--- config.mk ---
export PLATFORM = sky130hd
export DESIGN_NAME = utf8_code_point_decoder
export DESIGN_NICKNAME = d
export VERILOG_FILES = /design/src/design/u8d_pkg.sv /design/src/design/utf8_code_point_decoder.sv /design/src/design/u8d_front.sv /design/src/design/u8d_queue.sv /design/src/design/u8d_back.sv
export SDC_FILE = /design/constraint.sdc
export NUM_CORES = 1
export LEC_CHECK = 0
export BUFFER_PORTS_ARGS = -buffer_cell sky130_fd_sc_hd__buf_2
export CORE_AREA = 5 5 102 104
export DETAILED_ROUTE_END_ITERATION = 8
export DIE_AREA = 0 0 107 109
export PLACE_DENSITY_LB_ADDON = 0.25
export SLEW_MARGIN = 10
export SYNTH_ARGS = -nofsm -noshare
export SYNTH_HDL_FRONTEND = slang
export SYNTH_SLANG_ARGS = --single-unit
--- constraint.sdc ---
create_clock -name i_clk -period 5.7 [get_ports i_clk]
set_clock_uncertainty 0.15 [all_clocks]
set_input_delay 0.285 -clock i_clk [delete_from_list [all_inputs] [get_ports i_clk]]
set_output_delay 0.285 -clock i_clk [all_outputs]
set_load 0.02 [all_outputs]
--- src/design/u8d_pkg.sv ---
// ----------------------------------------------------------------------------
// u8d_pkg
// Types and constants shared by the UTF-8 code point decoder modules.
// ----------------------------------------------------------------------------
package u8d_pkg;

    localparam int BYTE_W = 8;
    localparam int CP_W   = 21;
    localparam int BITS_W = 7;

    typedef logic [2:0] t_kind;

    // Byte classes found by the front end.
    localparam t_kind KIND_ASCII = 3'd0;
    localparam t_kind KIND_CONT  = 3'd1;
    localparam t_kind KIND_LEAD2 = 3'd2;
    localparam t_kind KIND_LEAD3 = 3'd3;
    localparam t_kind KIND_LEAD4 = 3'd4;
    localparam t_kind KIND_BAD   = 3'd5;

    localparam logic [CP_W-1:0] REPLACEMENT_CHAR = 21'h00FFFD;
    localparam logic [CP_W-1:0] MAX_SCALAR       = 21'h10FFFF;
    localparam logic [CP_W-1:0] SURROGATE_LOW    = 21'h00D800;
    localparam logic [CP_W-1:0] SURROGATE_HIGH   = 21'h00DFFF;

    // One classified byte: its class, its payload bits and the end flag.
    typedef struct packed {
        t_kind             kind;
        logic [BITS_W-1:0] bits;
        logic              eot;
    } t_item;

endpackage

--- src/design/utf8_code_point_decoder.sv ---
// ----------------------------------------------------------------------------
// utf8_code_point_decoder
// Streaming UTF-8 decoder with validation, one byte in per item.
// ----------------------------------------------------------------------------
// The block takes one byte per cycle and sustains one item per cycle on both
// sides while the output is not stalled by tready; the sequence state is
// updated once per accepted byte. A byte passes a classify register, a
// two-entry queue and the output register before its code point appears.
// ASCII bytes and closing continuation bytes give a result,
// other bytes of a sequence give none. Invalid bytes, overlong forms,
// surrogates, values above 0x10FFFF and sequences cut short by tlast give
// 0xFFFD with tuser set. Every input byte with tlast gives exactly one
// result with tlast, and the decoder is idle afterwards.
module utf8_code_point_decoder
    import u8d_pkg::*;
(
    input  logic        i_clk,
    input  logic        i_rst_n,
    input  logic        i_s_axis_tvalid,
    output logic        o_s_axis_tready,
    input  logic [7:0]  i_s_axis_tdata,   // [7:0] text_byte
    input  logic        i_s_axis_tlast,
    output logic        o_m_axis_tvalid,
    input  logic        i_m_axis_tready,
    output logic [23:0] o_m_axis_tdata,   // [20:0] code_point, [23:21] zero
    output logic        o_m_axis_tuser,   // [0] replaced
    output logic        o_m_axis_tlast
);

    logic            w_f_valid;
    logic            w_f_ready;
    t_item           w_f_item;
    logic            w_q_valid;
    logic            w_q_ready;
    t_item           w_q_item;
    logic [CP_W-1:0] w_cp;

    u8d_front u_front (
        .i_clk   (i_clk),
        .i_rst_n (i_rst_n),
        .i_valid (i_s_axis_tvalid),
        .o_ready (o_s_axis_tready),
        .i_byte  (i_s_axis_tdata),
        .i_eot   (i_s_axis_tlast),
        .o_valid (w_f_valid),
        .i_ready (w_f_ready),
        .o_item  (w_f_item)
    );

    u8d_queue u_queue (
        .i_clk   (i_clk),
        .i_rst_n (i_rst_n),
        .i_valid (w_f_valid),
        .o_ready (w_f_ready),
        .i_item  (w_f_item),
        .o_valid (w_q_valid),
        .i_ready (w_q_ready),
        .o_item  (w_q_item)
    );

    u8d_back u_back (
        .i_clk        (i_clk),
        .i_rst_n      (i_rst_n),
        .i_valid      (w_q_valid),
        .o_ready      (w_q_ready),
        .i_item       (w_q_item),
        .o_valid      (o_m_axis_tvalid),
        .i_ready      (i_m_axis_tready),
        .o_code_point (w_cp),
        .o_replaced   (o_m_axis_tuser),
        .o_last       (o_m_axis_tlast)
    );

    assign o_m_axis_tdata = {3'b000, w_cp};

    // A replaced result always carries the replacement character.
    assert property (@(posedge i_clk) disable iff (!i_rst_n)
        (o_m_axis_tvalid && o_m_axis_tuser) |-> (w_cp == REPLACEMENT_CHAR))
        else $error("replaced result without replacement character");

    // A result that is not replaced is a Unicode scalar value.
    assert property (@(posedge i_clk) disable iff (!i_rst_n)
        (o_m_axis_tvalid && !o_m_axis_tuser) |->
            ((w_cp <= MAX_SCALAR) && ((w_cp < SURROGATE_LOW) || (w_cp > SURROGATE_HIGH))))
        else $error("accepted result is not a scalar value");

    // A new result only comes from an item that waited in the queue.
    assert property (@(posedge i_clk) disable iff (!i_rst_n)
        $rose(o_m_axis_tvalid) |-> $past(w_q_valid))
        else $error("result appeared without a queued item");

endmodule

--- src/design/u8d_front.sv ---
// ----------------------------------------------------------------------------
// u8d_front
// Accepts raw bytes, classifies them and holds one classified item.
// ----------------------------------------------------------------------------
module u8d_front
    import u8d_pkg::*;
(
    input  logic              i_clk,
    input  logic              i_rst_n,
    input  logic              i_valid,
    output logic              o_ready,
    input  logic [BYTE_W-1:0] i_byte,
    input  logic              i_eot,
    output logic              o_valid,
    input  logic              i_ready,
    output t_item             o_item
);

    logic  r_valid;
    t_item r_item;
    t_item n_item;

    assign o_ready = !r_valid || i_ready;
    assign o_valid = r_valid;
    assign o_item  = r_item;

    always_comb begin
        n_item.eot = i_eot;
        if (!i_byte[7]) begin
            n_item.kind = KIND_ASCII;
            n_item.bits = i_byte[6:0];
        end else if (!i_byte[6]) begin
            n_item.kind = KIND_CONT;
            n_item.bits = {1'b0, i_byte[5:0]};
        end else if (!i_byte[5]) begin
            n_item.kind = KIND_LEAD2;
            n_item.bits = {2'b00, i_byte[4:0]};
        end else if (!i_byte[4]) begin
            n_item.kind = KIND_LEAD3;
            n_item.bits = {3'b000, i_byte[3:0]};
        end else if (!i_byte[3]) begin
            n_item.kind = KIND_LEAD4;
            n_item.bits = {4'b0000, i_byte[2:0]};
        end else begin
            n_item.kind = KIND_BAD;
            n_item.bits = '0;
        end
    end

    always_ff @(posedge i_clk) begin
        if (!i_rst_n) begin
            r_valid <= 1'b0;
        end else if (o_ready) begin
            r_valid <= i_valid;
        end
    end

    always_ff @(posedge i_clk) begin
        if (o_ready && i_valid) begin
            r_item <= n_item;
        end
    end

endmodule

--- src/design/u8d_queue.sv ---
// ----------------------------------------------------------------------------
// u8d_queue
// Two-entry queue of classified items between front end and back end.
// ----------------------------------------------------------------------------
module u8d_queue
    import u8d_pkg::*;
(
    input  logic  i_clk,
    input  logic  i_rst_n,
    input  logic  i_valid,
    output logic  o_ready,
    input  t_item i_item,
    output logic  o_valid,
    input  logic  i_ready,
    output t_item o_item
);

    t_item      r_mem [2];
    logic       r_wr_ptr;
    logic       r_rd_ptr;
    logic [1:0] r_count;
    logic       w_push;
    logic       w_pop;

    assign o_ready = (r_count != 2'd2);
    assign o_valid = (r_count != 2'd0);
    assign o_item  = r_mem[r_rd_ptr];
    assign w_push  = i_valid && o_ready;
    assign w_pop   = o_valid && i_ready;

    always_ff @(posedge i_clk) begin
        if (!i_rst_n) begin
            r_wr_ptr <= 1'b0;
            r_rd_ptr <= 1'b0;
            r_count  <= 2'd0;
        end else begin
            if (w_push) begin
                r_wr_ptr <= !r_wr_ptr;
            end
            if (w_pop) begin
                r_rd_ptr <= !r_rd_ptr;
            end
            if (w_push && !w_pop) begin
                r_count <= r_count + 2'd1;
            end else if (w_pop && !w_push) begin
                r_count <= r_count - 2'd1;
            end
        end
    end

    always_ff @(posedge i_clk) begin
        if (w_push) begin
            r_mem[r_wr_ptr] <= i_item;
        end
    end

endmodule

--- src/design/u8d_back.sv ---
// ----------------------------------------------------------------------------
// u8d_back
// Sequence state, code point assembly, validation and the output register.
// ----------------------------------------------------------------------------
module u8d_back
    import u8d_pkg::*;
(
    input  logic            i_clk,
    input  logic            i_rst_n,
    input  logic            i_valid,
    output logic            o_ready,
    input  t_item           i_item,
    output logic            o_valid,
    input  logic            i_ready,
    output logic [CP_W-1:0] o_code_point,
    output logic            o_replaced,
    output logic            o_last
);

    logic [1:0]      r_pend;
    logic [CP_W-1:0] r_acc;
    logic [2:0]      r_len;
    logic [1:0]      n_pend;
    logic [CP_W-1:0] n_acc;
    logic [2:0]      n_len;

    logic            r_out_valid;
    logic [CP_W-1:0] r_cp;
    logic            r_rep;
    logic            r_last;
    logic            n_emit;
    logic [CP_W-1:0] n_cp;
    logic            n_rep;

    logic            w_fire;
    logic [CP_W-1:0] w_shifted;
    logic            w_scalar_ok;
    logic [CP_W-1:0] w_lo;
    logic [CP_W-1:0] w_hi;

    assign o_ready      = !r_out_valid || i_ready;
    assign w_fire       = i_valid && o_ready;
    assign o_valid      = r_out_valid;
    assign o_code_point = r_cp;
    assign o_replaced   = r_rep;
    assign o_last       = r_last;

    assign w_shifted = {r_acc[CP_W-7:0], i_item.bits[5:0]};

    // Bounds of the value for the length of the open sequence.
    always_comb begin
        if (r_len == 3'd2) begin
            w_lo = 21'h000080;
            w_hi = 21'h0007FF;
        end else if (r_len == 3'd3) begin
            w_lo = 21'h000800;
            w_hi = 21'h00FFFF;
        end else begin
            w_lo = 21'h010000;
            w_hi = MAX_SCALAR;
        end
    end

    assign w_scalar_ok = (w_shifted >= w_lo) && (w_shifted <= w_hi) &&
                         !((w_shifted >= SURROGATE_LOW) && (w_shifted <= SURROGATE_HIGH));

    always_comb begin
        n_pend = r_pend;
        n_acc  = r_acc;
        n_len  = r_len;
        n_emit = 1'b0;
        n_cp   = REPLACEMENT_CHAR;
        n_rep  = 1'b1;
        if (r_pend == 2'd0) begin
            unique case (i_item.kind) inside
                KIND_ASCII: begin
                    n_emit = 1'b1;
                    n_cp   = {14'd0, i_item.bits};
                    n_rep  = 1'b0;
                end
                KIND_LEAD2, KIND_LEAD3, KIND_LEAD4: begin
                    n_acc = {14'd0, i_item.bits};
                    if (i_item.kind == KIND_LEAD2) begin
                        n_pend = 2'd1;
                        n_len  = 3'd2;
                    end else if (i_item.kind == KIND_LEAD3) begin
                        n_pend = 2'd2;
                        n_len  = 3'd3;
                    end else begin
                        n_pend = 2'd3;
                        n_len  = 3'd4;
                    end
                    // A lead byte that ends the text closes a cut-short sequence.
                    if (i_item.eot) begin
                        n_emit = 1'b1;
                        n_pend = 2'd0;
                        n_acc  = '0;
                        n_len  = 3'd0;
                    end
                end
                default: begin
                    n_emit = 1'b1;
                end
            endcase
        end else if (i_item.kind != KIND_CONT) begin
            n_emit = 1'b1;
            n_pend = 2'd0;
            n_acc  = '0;
            n_len  = 3'd0;
        end else if (r_pend == 2'd1) begin
            n_emit = 1'b1;
            n_pend = 2'd0;
            n_acc  = '0;
            n_len  = 3'd0;
            if (w_scalar_ok) begin
                n_cp  = w_shifted;
                n_rep = 1'b0;
            end
        end else if (i_item.eot) begin
            n_emit = 1'b1;
            n_pend = 2'd0;
            n_acc  = '0;
            n_len  = 3'd0;
        end else begin
            n_pend = r_pend - 2'd1;
            n_acc  = w_shifted;
        end
    end

    always_ff @(posedge i_clk) begin
        if (!i_rst_n) begin
            r_pend      <= 2'd0;
            r_acc       <= '0;
            r_len       <= 3'd0;
            r_out_valid <= 1'b0;
        end else begin
            if (w_fire) begin
                r_pend <= n_pend;
                r_acc  <= n_acc;
                r_len  <= n_len;
            end
            if (o_ready) begin
                r_out_valid <= w_fire && n_emit;
            end
        end
    end

    always_ff @(posedge i_clk) begin
        if (w_fire && n_emit) begin
            r_cp   <= n_cp;
            r_rep  <= n_rep;
            r_last <= i_item.eot;
        end
    end

endmodule
Word level (Yosys, flattened, before mapping)
Memories as Yosys holds them, arrays and structs flattened. A register that Yosys moved wholly into a read port is not among the register bits.
Cells that the tools add are included.
{ "classes": {"n_addsub": 3, "order_cmp": 4, "eq_ne": 9, "mux": 52, "reduce_logical": 28} }
{ "ops": {"columns": ["op", "count"], "rows": [
  ["21-bit two-way mux", 6],
  ["15-bit two-way mux", 5],
  ["17-bit two-way mux", 2],
  ["3-bit two-way mux", 8],
  ["21-bit by 16-bit >= comparator with 1-bit output (second input constant)", 1],
  ["21-bit by 17-bit >= comparator with 1-bit output", 1],
  ["21-bit by 16-bit less-or-equal comparator with 1-bit output (second input constant)", 1],
  ["21-bit less-or-equal comparator", 1],
  ["2-bit two-way mux", 9],
  ["9-bit two-way mux", 2],
  ["16-bit two-way mux", 1],
  ["8-bit two-way mux", 2],
  ["1-bit two-way mux", 15],
  ["7-bit two-way mux", 2],
  ["3-bit by 2-bit == test with 1-bit output (second input constant)", 4],
  ["1-bit logical AND", 9],
  ["1-bit zero test", 7],
  ["2-bit inequality test (second input constant)", 2],
  ["2-bit AND reduction", 2],
  ["4-bit AND reduction", 1],
  ["2-bit nonzero test", 2],
  ["4-bit nonzero test", 1],
  ["2-bit by 1-bit subtractor with 2-bit output (second input constant)", 2],
  ["3-bit == test (second input constant)", 1],
  ["8 further kinds", 9]
]} }
{ "word_totals": {"regBits": 60, "mem_bits_rw": 22, "in_bits": 13, "out_inout_bits": 28, "word_cells": 113, "mem_count": 1} }
{ "memory_table": {"columns": ["memory", "depth", "word_bits", "read_ports", "rd_ports_with_merged_regs", "write_ports", "line_no", "text"], "rows": [
  ["u_queue.r_mem", 2, 11, 1, 1, 1, "u8d_queue.sv:18", "t_item r_mem [2];"]
]} }

Depth between registers and ports, before layout
Gate-level depths: netlist of the first run.
{ "logic_depth": {"depth_word": 10, "depth_mapped": 9, "mapped_depth_nobuf": 8} }

By module
A second synthesis of the first run with hierarchy kept.
{ "hier_totals": {"hier_cells": 314, "hier_area_um2": 3801.1} }
{ "modules_own_cells": {"columns": ["mod", "n_inst", "cells_per_inst", "area_each_um2", "seq_area_each_um2"], "rows": [
  ["u8d_back", 1, 222, 2277.2, 1111.1],
  ["u8d_queue", 1, 58, 1032.2, 760.7],
  ["u8d_front", 1, 30, 465.4, 350.3],
  ["utf8_code_point_decoder", 1, 4, 26.3, 0.0]
]} }

Worst setup path after synthesis of the first run
Ideal clock, no wire load.
{ "synth_timing": {"path_type": "register -> register", "from": "register u_back.r_len[1]", "to": "register u_back.r_cp[17] (netlist: u_back.o_code_point[17]), data pin", "setup_time_ns": 0.256, "arrival_time_ns": 1.726, "t_required_ns": 5.294, "setup_slack_ns": 3.568, "path_stages_with_launch": 10, "path_buffers": 1, "synth_period_minus_slack_ns": 2.132, "cell_sequence": "dfxtp_1 -> inv_1 -> nor2_1 -> nand2_1 -> ha_1 -> a21boi_0 -> o41ai_2 -> buf_6 -> nor2_4 -> and3_2"} }
{ "synth_between": {"elab_chain_cells": 10, "word_cells_on_any_way": 14, "cone_classes": "2 x order compare; 2 x eq/ne; 8 x mux; 2 x reduce/logical"} }
{ "synth_lines": {"columns": ["element", "line_no", "text"], "rows": [
  ["start: declaration", "u8d_back.sv:22", "logic [2:0] r_len;"],
  ["start signal: assignment", "u8d_back.sv:140", "r_len <= n_len;"],
  ["3-bit by 2-bit == test with 1-bit output", "u8d_back.sv:55", "end else if (r_len == 3'd3) begin"],
  ["17-bit two-way mux or 21-bit two-way mux (tied branches)", "u8d_back.sv:55", null],
  ["17-bit two-way mux or 21-bit two-way mux (tied branches)", "u8d_back.sv:52", "if (r_len == 3'd2) begin"],
  ["21-bit by 17-bit >= comparator with 1-bit output or 21-bit less-or-equal comparator (tied branches)", "u8d_back.sv:64", "assign w_scalar_ok = (w_shifted >= w_lo) && (w_shifted <= w_hi) &&"],
  ["1-bit logical AND (*) (2 in a row)", "u8d_back.sv:64", null],
  ["21-bit two-way mux (*)", "u8d_back.sv:115", "if (w_scalar_ok) begin"],
  ["21-bit two-way mux (*)", "u8d_back.sv:110", "end else if (r_pend == 2'd1) begin"],
  ["21-bit two-way mux (*)", "u8d_back.sv:105", "end else if (i_item.kind != KIND_CONT) begin"],
  ["21-bit two-way mux (*)", "u8d_back.sv:74", "if (r_pend == 2'd0) begin"],
  ["end signal: assignment", "u8d_back.sv:150", "r_cp <= n_cp;"],
  ["end: declaration", "u8d_back.sv:28", "logic [CP_W-1:0] r_cp;"]
]} }
Mark *: on every way between the ends. The rest lies on a longest branch, timed or not.
A chain may end at the register's enable or synchronous reset.

==> results of run 1 <==
what timing repair did:
action,CTS,global route
hold buffers,1,0
hold endpoints to repair,1,0
resized for setup,0,0
cells by family (layout without fill, tap and decap cells):
kind of cell	after synthesis	count (layout)	share of synthesized area
flip-flops	83	83	0.607
AND/OR/NAND/NOR	88	88	0.131
adder cells (fa/ha/maj)	6	6	0.0205
multiplexers	18	18	0.0499
XOR/XNOR	3	3	0.00718
AO/OA/AOI/OAI	66	66	0.137
other	1	3	0.00103
buffers and inverters	32	73	0.0455
sequential cells by signal, indices dropped and copies added (netlist names), 2 cells and up, named ones only:
signal / flops
u_front.o_item: 11
u_back.o_code_point: 21
u_back.r_pend: 2
u_back.r_acc: 15
u_queue.r_mem: 22
u_back.r_len: 3
u_queue.r_count: 2
final timing paths:
path	startpoint	endpoint	slack, ns
min reg2reg	u_front.o_item[0]	u_queue.r_mem[1][0]	0.30
max reg2reg	register	u_back.r_len[2]	2.68
max	register	u_back.r_len[2]	2.68
min	i_s_axis_tvalid	u_front.o_valid	0.05
area by class of cell:
type | count | area share
inverters | 16 | 0.0146
clock buffers | 10 | 0.0334
flip-flops and latches | 83 | 0.539
multi-input cells | 184 | 0.310
repair buffers | 41 | 0.0528
well taps | 114 | 0.0346
clock inverters | 6 | 0.0158
synthesized netlist by cell type (2+ instances only):
| cell type | n | area (sq um) |
|---|---|---|
| edfxtp_1 | 56 | 1680 |
| dfxtp_1 | 27 | 541 |
| nor2_1 | 17 | 63.8 |
| inv_1 | 16 | 60.1 |
| mux2i_1 | 16 | 160 |
| a21oi_1 | 15 | 75.1 |
| nand2_1 | 12 | 45.0 |
| nor3_1 | 11 | 55.1 |
| and2_1 | 10 | 62.6 |
| nand3_1 | 8 | 40.0 |
| o21ai_0 | 7 | 35.0 |
| ha_1 | 6 | 75.1 |
| a21boi_0 | 5 | 37.5 |
| buf_2 | 5 | 25.0 |
| o211ai_1 | 5 | 37.5 |
| o21a_1 | 5 | 37.5 |
| o41ai_1 | 5 | 43.8 |
| and3_1 | 4 | 25.0 |
| and3_2 | 4 | 30.0 |
| buf_4 | 4 | 30.0 |
| clkbuf_1 | 4 | 15.0 |
| a211o_1 | 3 | 26.3 |
| nand3b_1 | 3 | 22.5 |
| nor2b_1 | 3 | 18.8 |
| or3_1 | 3 | 18.8 |
| a211oi_1 | 2 | 15.0 |
| a21o_1 | 2 | 15.0 |
| a31oi_1 | 2 | 12.5 |
| a32o_1 | 2 | 20.0 |
| buf_6 | 2 | 22.5 |
| mux2_2 | 2 | 22.5 |
| nand2b_1 | 2 | 12.5 |
| nand4_1 | 2 | 12.5 |
| nor3b_1 | 2 | 15.0 |
| o21ai_1 | 2 | 10.0 |
| o221a_2 | 2 | 22.5 |
| or2_2 | 2 | 12.5 |
| xnor2_1 | 2 | 17.5 |
per-stage QoR:
stage	setup slack [ns]	std cells	utilization	area [sq um]	hold WS, ns
final	2.68	454	0.436	4120	0.0474
after global routing	2.45	454	0.436	4120	0.0357
after CTS	2.67	454	0.436	4120	0.0205
after detailed placement	2.70	437	0.413	3910	0.285
after global placement	2.76	437	0.413	3910	0.275
after floorplan	3.57	299	-	3670	0.234
placed cells by master (no fill, tap or decap), types with 3 or more instances in the layout:
| master | instances |
|---|---|
| edfxtp_1 | 56 |
| buf_2 | 37 |
| dfxtp_1 | 27 |
| nor2_1 | 17 |
| mux2i_1 | 16 |
| inv_1 | 16 |
| a21oi_1 | 15 |
| nand2_1 | 12 |
| nor3_1 | 11 |
| and2_1 | 10 |
| clkbuf_8 | 10 |
| nand3_1 | 8 |
| o21ai_0 | 7 |
| ha_1 | 6 |
| o21a_1 | 5 |
| o211ai_1 | 5 |
| a21boi_0 | 5 |
| o41ai_1 | 5 |
| and3_1 | 4 |
| and3_2 | 4 |
| nand3b_1 | 3 |
| nor2b_1 | 3 |
| a211o_1 | 3 |
| or3_1 | 3 |
| conb_1 | 3 |
| buf_4 | 3 |
layer usage:
metal  global-route usage  vias up  part of all wire
li1                     -     1177                 -
met1                0.156     1060              0.46
met2                0.202       63              0.48
met3               0.0320        6             0.048
met4               0.0466        0            0.0099
met5                    0        -                 0
report_power, final:
group	internal [mW]	total (mW)	switching [mW]
combinational	0.193	0.549	0.356
sequential	0.783	0.853	0.0709
clock	0.214	0.417	0.203
worst min-delay path, stage by stage:
cell	delay, ns
buf_2	0.10
inv_1	0.04
a21boi_0	0.06
==> metrics.txt, run 1 <==
initial detailed-routing violation count 82; slowest stage delay, CP approximately 0.84 ns; clock-pin slew on the worst setup and hold paths approximately 0.080 ns; IO Pins 41; Main synth FF type edfxtp_1; die area between 10000 and 15000 sq um; Max-Cap Viols 0; ant diodes 0; CP cell instances mux2_2, o21a_1, o31ai_4, o21ai_1, o21ai_0; H-tree levels 3; Unique masters post-synth between 50 and 60; final worst path period share 0.530; Data required, critical path 5.81 ns; total power 1.82 mW; CP Launch Type register; crit path max fanout 21; nets about 350; slew margin rel. 0.401; first-pass iteration count of the detailed router 4; Post-synth EDFFs 56; GP Congestion ~0.80; VDD IR max about 0.2 mV; Clock Path Buffers 2; Synthesis Warnings 0; CTS tree built; CTS Buf Count 9; cell count after synthesis between 200 and 300; clk root buf clkbuf_8; Crit path depth 5; final wirelength 6540 um; initial antenna violation count 0; Setup TNS Final 0 ns; Core Area roughly 9500 sq um; Row Count 36; FFs w/ async S/R, synth 0; mapped cell area between 3000 and 4000 sq um; unrepaired setup endpoints after global routing no; final hold vios 0; HP Class input port to register; Pwr Density between 400 and 500 nW/um^2; Worst EP arrival 3.13 ns; register area share after synthesis 0.607; vias in the first global route about 2300; post-CTS setup repair buffer count 0; clk sinks 83; post-layout min period 3.02 ns; final setup fails 0; hold depth 3; Crit path max-delay family compound AO/OA/AOI/OAI gates; status completed; Worst Setup Path Type register to register; vias between 2000 and 2500; drc violations 0; Lkg Pwr about 1.5 nW; first-pass GRT wire length around 11000 um; Die Ht around 110 um; slowest stage cell, crit path dfxtp_1; DR vias/cell just over 5; Area growth syn-to-layout 12.7%; CP bufs+invs 0; chip width about 110 um; later-pin clock latency in the skew report around 0.34 ns; Final HPWL DP 4780 um; syn avg cell area around 12 sq um; largest net degree at the start of global routing 24; Starting Density 0.387; GRT Resource Usage Total 0.123; antenna-violating nets left 0; Fillers a little over 900; register area between 2000 and 2500 sq um; Worst setup EP type register; multi-input logic area approximately 1300 sq um; Worst Reg-to-Reg Cells 5; Overflow after GRT 0; register bit count reported by yosys 83; WL per Instance around 14 um; layout cell share with drive strength beyond 1 0.212; I/O Buffers 37; fmax 331 MHz; slew at the pin closest to its max-slew limit between 0.8 and 0.9 ns; max-slew violation count 0
No activity file was read; power rests on OpenSTA's default activity.
==> run 2: changes to the inputs <==
==> constraint.sdc (replaced) <==
create_clock -name i_clk -period 3.1 [get_ports i_clk]
set_clock_uncertainty 0.15 [all_clocks]
set_input_delay 0.155 -clock i_clk [delete_from_list [all_inputs] [get_ports i_clk]]
set_output_delay 0.155 -clock i_clk [all_outputs]
set_load 0.02 [all_outputs]
==> metrics.txt, run 2 (same netlist as run 1, synthesis figures left out) <==
DR vias/cell 5.15 (+1.3%); clk sinks 83 (unchanged); Worst Setup Path Type register to register; HP Class input port to register; IO Pins 41 (unchanged); crit path max fanout 17 (-19%); Reg with most FFs u_queue.r_mem; final hold vios 0 (unchanged); Overflow after GRT 0 (unchanged); initial antenna violation count 0 (unchanged); CTS Buf Count 9 (unchanged); Clock Path Buffers 2 (unchanged); WL per Instance 14.5 um (+0.42%); Core Area 9460 sq um (unchanged); I/O Buffers 37 (unchanged); R2R Setup Slk 0.64 ns (-2.03 ns); GR peak layer met2; first-pass GRT wire length 11300 um (+0.55%); hold slack 0.0569 ns (+0.00948 ns); most common cell after layout, fill and taps aside edfxtp_1; post-layout min period 2.46 ns (-0.566 ns); later-pin clock latency in the skew report 0.34 ns (about the same); met2 Usage GRT 0.210 (+0.00854); GR Util met1 0.148 (-0.00835); commonest non-fill, non-tap cells in the layout 56 x edfxtp_1, 37 x buf_2, 27 x dfxtp_1; final wirelength 6770 um (+3.5%); hold depth 2 (-1); CTS tree built; die area 11700 sq um (unchanged); Post-Place Worst Slack 0.679 ns (-2.02 ns); GP Congestion 0.778 (-2.3%); Fillers 890 (-4.8%); CP Launch Type register; Data required, critical path 3.14 ns (-2.67 ns); Max-Cap Viols 0 (unchanged); clk root buf clkbuf_8; antenna-violating nets left 0 (unchanged); GRT Resource Usage Total 0.123 (+0.000272); chip width 107 um (unchanged); H-tree levels 3 (unchanged); Die Ht 109 um (unchanged); Area growth syn-to-layout 15.8%; Reg-to-Reg End u_back.r_len[0]; final worst path period share 0.792 (+0.262); grt met3 use 0.0278 (-0.00414); Worst Reg-to-Reg Cells 6 (+1); Pwr Density 791 nW/um^2 (+79%); Placement Cell Area 3930 sq um (+0.58%); status completed; fmax 407 MHz (+23%); VDD IR max 0.381 mV (+92%); layout cell share with drive strength beyond 1 0.206 (-0.00555); first-pass iteration count of the detailed router 4 (unchanged); max-slew violation count 0 (unchanged); vias in the first global route 2395 (+4.4%); Lkg Pwr 1.55 nW (+3.8%); largest net degree at the start of global routing 24 (unchanged); clock-pin slew on the worst setup and hold paths 0.08 ns (about the same); vias 2409 (+4.5%); ant diodes 0 (unchanged); Worst setup EP type register; Starting Density 0.387 (unchanged); Final HPWL DP 4910 um (+2.7%); max reg flops 22 (unchanged); slew at the pin closest to its max-slew limit 0.894 ns (-0.000877 ns); Non-Filler Instances 468 (+3.1%); final setup fails 0 (unchanged); Worst EP arrival 2.50 ns (-0.63 ns); hold path endpoint u_queue.r_wr_ptr; initial detailed-routing violation count 110 (+34%); Setup TNS Final 0 ns (unchanged); nets 368 (+4.0%); drc violations 0 (unchanged); dpl cells 440 (+0.69%); Row Count 36 (unchanged); HP Start i_rst_n; final instance area 4240 sq um (+2.8%); setup ws final 0.645 ns (-2.03 ns); unrepaired setup endpoints after global routing no; slew margin rel. 0.402 (+0.000587)
run 2: cell count changes in the layout (fill, tap and decap cells not counted), sizes merged:
cell	change
buf	+3
clkbuf	+1
clkinvlp	-1
dlygate4sd3	+11
run 2: critical path: stages, from the launching register on:
cell     delay [ns]
dfxtp_1        0.51
nor3b_1        0.29
o21a_1         0.29
o31ai_4        0.08
buf_4          0.21
o21ai_1        0.62
o22ai_1        0.15
run 2: timing repair:
action | CTS | global route
endpoints found under the hold margin | 11 | 0
setup buffers | 0 | 0
hold buffers | 12 | 0
resized for setup | 0 | 0
run 2: layout make-up:
class                           instances  area, sq um  area share
Tap cell                              114          143      0.0337
Clock inverter                          5         53.8      0.0127
Clock buffer                           11          131      0.0310
Inverter                               16         60.1      0.0142
Multi-Input combinational cell        184         1280       0.301
Timing Repair Buffer                   55          350      0.0827
Sequential cell                        83         2220       0.524
run 2: per-layer routing:
| metal | part of all wire | routed length [um] |
|---|---|---|
| met1 | 0.46 | 3120 |
| met2 | 0.48 | 3270 |
| met4 | 0.022 | 146 |
| met5 | 0 | 0 |
| met3 | 0.034 | 233 |
run 2: worst max path at each step:
stage / startpoint / to / slack [ns] / cells past startpoint
floorplan: u_back.r_len[1] / u_back.o_code_point[17] / 0.97 / 9
global placement: register / u_back.r_len[2] / 0.77 / 6
detailed placement: register / u_back.r_len[2] / 0.68 / 6
CTS: register / u_back.r_len[2] / 0.64 / 6
global route: register / u_back.r_len[2] / 0.43 / 6
finish: register / u_back.r_len[0] / 0.64 / 6
run 2: power by group:
group | total, mW | switching (mW) | internal (mW) | leakage [nW]
Combinational | 1.07 | 0.686 | 0.389 | 0.728
Sequential | 1.54 | 0.109 | 1.44 | 0.722
Clock | 0.731 | 0.361 | 0.370 | 0.0971
run 2: per-stage QoR:
step                power [mW]   util
floorplan                 2.37      -
global placement          2.62  0.416
detailed placement        2.64  0.416
CTS                       3.39  0.448
global route              3.56  0.448
finish                    3.35  0.448
==> run 3: changes to the inputs <==
==> constraint.sdc (replaced) <==
create_clock -name i_clk -period 2.25 [get_ports i_clk]
set_clock_uncertainty 0.15 [all_clocks]
set_input_delay 0.1125 -clock i_clk [delete_from_list [all_inputs] [get_ports i_clk]]
set_output_delay 0.1125 -clock i_clk [all_outputs]
set_load 0.02 [all_outputs]
==> metrics.txt, run 3 (same netlist as run 1, synthesis figures left out) <==
status completed; slowest stage cell, crit path dfxtp_2; most common cell after layout, fill and taps aside edfxtp_1; HP Start i_rst_n; Final Util 0.485 (+0.0369); Fillers 832 (-6.5%); Non-Filler Instances 492 (+5.1%); Core Area 9460 sq um (unchanged); max reg flops 22 (unchanged); Lkg Pwr 1.69 nW (+9.6%); IO Pins 41 (unchanged); Overflow after GRT 0 (unchanged); initial antenna violation count 0 (unchanged); clk sinks 83 (unchanged); final setup fails 0 (unchanged); initial detailed-routing violation count 143 (+30%); Area growth syn-to-layout 25.4%; Final HPWL DP 5060 um (+3.1%); VDD IR max 0.453 mV (+19%); layout cell share with drive strength beyond 1 0.307 (+0.101); Reg-to-Reg End u_back.o_code_point[6]; I/O Buffers 37 (unchanged); Worst EP arrival 2.13 ns (-0.37 ns); later-pin clock latency in the skew report 0.35 ns (about the same); final worst path period share 0.978 (+0.186); crit path max fanout 5 (-12); final hold vios 0 (unchanged); chip width 107 um (unchanged); Worst Reg-to-Reg Cells 9 (+3); WL per Instance 15.2 um (+5.1%); hold path endpoint u_queue.r_wr_ptr; Die Ht 109 um (unchanged); Worst Setup Path Type register to register; Worst setup EP type register; Clock Path Buffers 2 (unchanged); Reg with most FFs u_queue.r_mem; CTS Buf Count 9 (unchanged); Pwr Density 1080 nW/um^2 (+37%); Most common cell on crit path a211o_1; RR Startpoint u_back.r_len[1]; largest net degree at the start of global routing 24 (unchanged); CP cell instances inv_2, nor2_4, ha_4, nand2_1, a211o_1, a211o_1, a21oi_4, buf_6, a32oi_1; GRT Resource Usage Total 0.132 (+0.00932); Starting Density 0.387 (unchanged); clock-pin slew on the worst setup and hold paths 0.08 ns (about the same); CTS tree built; CP Launch Type register; final wirelength 7490 um (+11%); R2R Setup Slk 0.05 ns (-0.59 ns); commonest non-fill, non-tap cells in the layout 56 x edfxtp_1, 37 x buf_2, 24 x dfxtp_1; GP Congestion 0.877 (+13%); first-pass iteration count of the detailed router 4 (unchanged); dpl cells 458 (+4.1%); H-tree levels 3 (unchanged); HP Class input port to register; nets 392 (+6.5%); ant diodes 0 (unchanged); fmax 455 MHz (+12%); clk root buf clkbuf_8; Data required, critical path 2.18 ns (-0.96 ns); first-pass GRT wire length 11900 um (+5.6%); die area 11700 sq um (unchanged); drc violations 0 (unchanged); register area 2230 sq um (+0.17%); multi-input logic area 1360 sq um (+6.3%); DR vias/cell 5.09 (-1.0%); vias 2506 (+4.0%); unrepaired setup endpoints after global routing yes; hold depth 2 (unchanged); slowest stage delay, CP 0.33 ns (-0.29 ns); antenna-violating nets left 0 (unchanged); max-slew violation count 0 (unchanged); Row Count 36 (unchanged); vias in the first global route 2437 (+1.8%); Max-Cap Viols 0 (unchanged); post-layout min period 2.20 ns (-0.256 ns); Setup TNS Final 0 ns (unchanged)
[run 3: metal layers]
layer  vias to the layer above  wire, um  global-route usage
met4                         0       103              0.0557
met5                         -         0                   0
met1                      1193      3300               0.162
met2                        48      3770               0.228
met3                         8       312              0.0284
li1                       1257         -                   -
[run 3: how the worst max path moves through the flow]
| stage | endpoint | startpoint | slack (ns) | cells after the start |
|---|---|---|---|---|
| 6_report | u_back.o_code_point[6] | u_back.r_len[1] | 0.05 | 9 |
| 3_3_place_gp | u_back.o_code_point[0] | register | 0.04 | 6 |
| 3_5_place_dp | u_back.o_code_point[6] | u_back.r_len[1] | -0.03 | 9 |
| 5_1_grt | u_back.o_code_point[6] | u_back.r_len[1] | -0.06 | 9 |
| 2_1_floorplan | u_back.o_code_point[17] | u_back.r_len[1] | 0.12 | 9 |
| 4_1_cts | u_back.o_code_point[6] | u_back.r_len[1] | 0.01 | 9 |
[run 3: critical path: cells and delay by family, from the launching register on]
kind	cells	cell delay, ns
AOI/OAI and AO/OA	4	0.85
and+or+nand+nor	2	0.10
buffers and inverters	2	0.24
DFF	1	0.33
adders and majority gates	1	0.26
[run 3: where the power goes]
part           total (mW)  leakage, nW  switching [mW]  internal (mW)
Clock                1.08       0.0922           0.535          0.548
Sequential           2.12        0.723           0.139           1.98
Combinational        1.77        0.879            1.04          0.735
[run 3: timing repair]
| item | CTS | global route |
|---|---|---|
| gates resized for setup | 4 | 25 |
| hold endpoints to repair | 13 | 0 |
| cloned | 1 | 1 |
| setup endpoints to repair | 5 | 24 |
| hold buffers | 13 | 0 |
| pin swaps | 1 | 10 |
| buffers inserted | 0 | 3 |
[run 3: final cells by class]
class                   count  share of cell area
flip-flops and latches     83               0.485
well taps                 114              0.0311
clock inverters             5              0.0134
inverters                  16              0.0131
clock buffers              11              0.0308
multi-input cells         184               0.296
repair buffers             79               0.130
[run 3: stage by stage]
stage / hold slack (ns) / power (mW) / worst slack (ns) / cell area (sq um)
after global routing: 0.0433 / 5.24 / -0.0560 / 4590
final: 0.0261 / 4.97 / 0.0505 / 4590
after CTS: 0.00340 / 4.97 / 0.0129 / 4460
after global placement: 0.140 / 3.84 / 0.0391 / 4110
after detailed placement: 0.141 / 3.87 / -0.0303 / 4110
after floorplan: 0.0614 / 3.27 / 0.118 / 3670
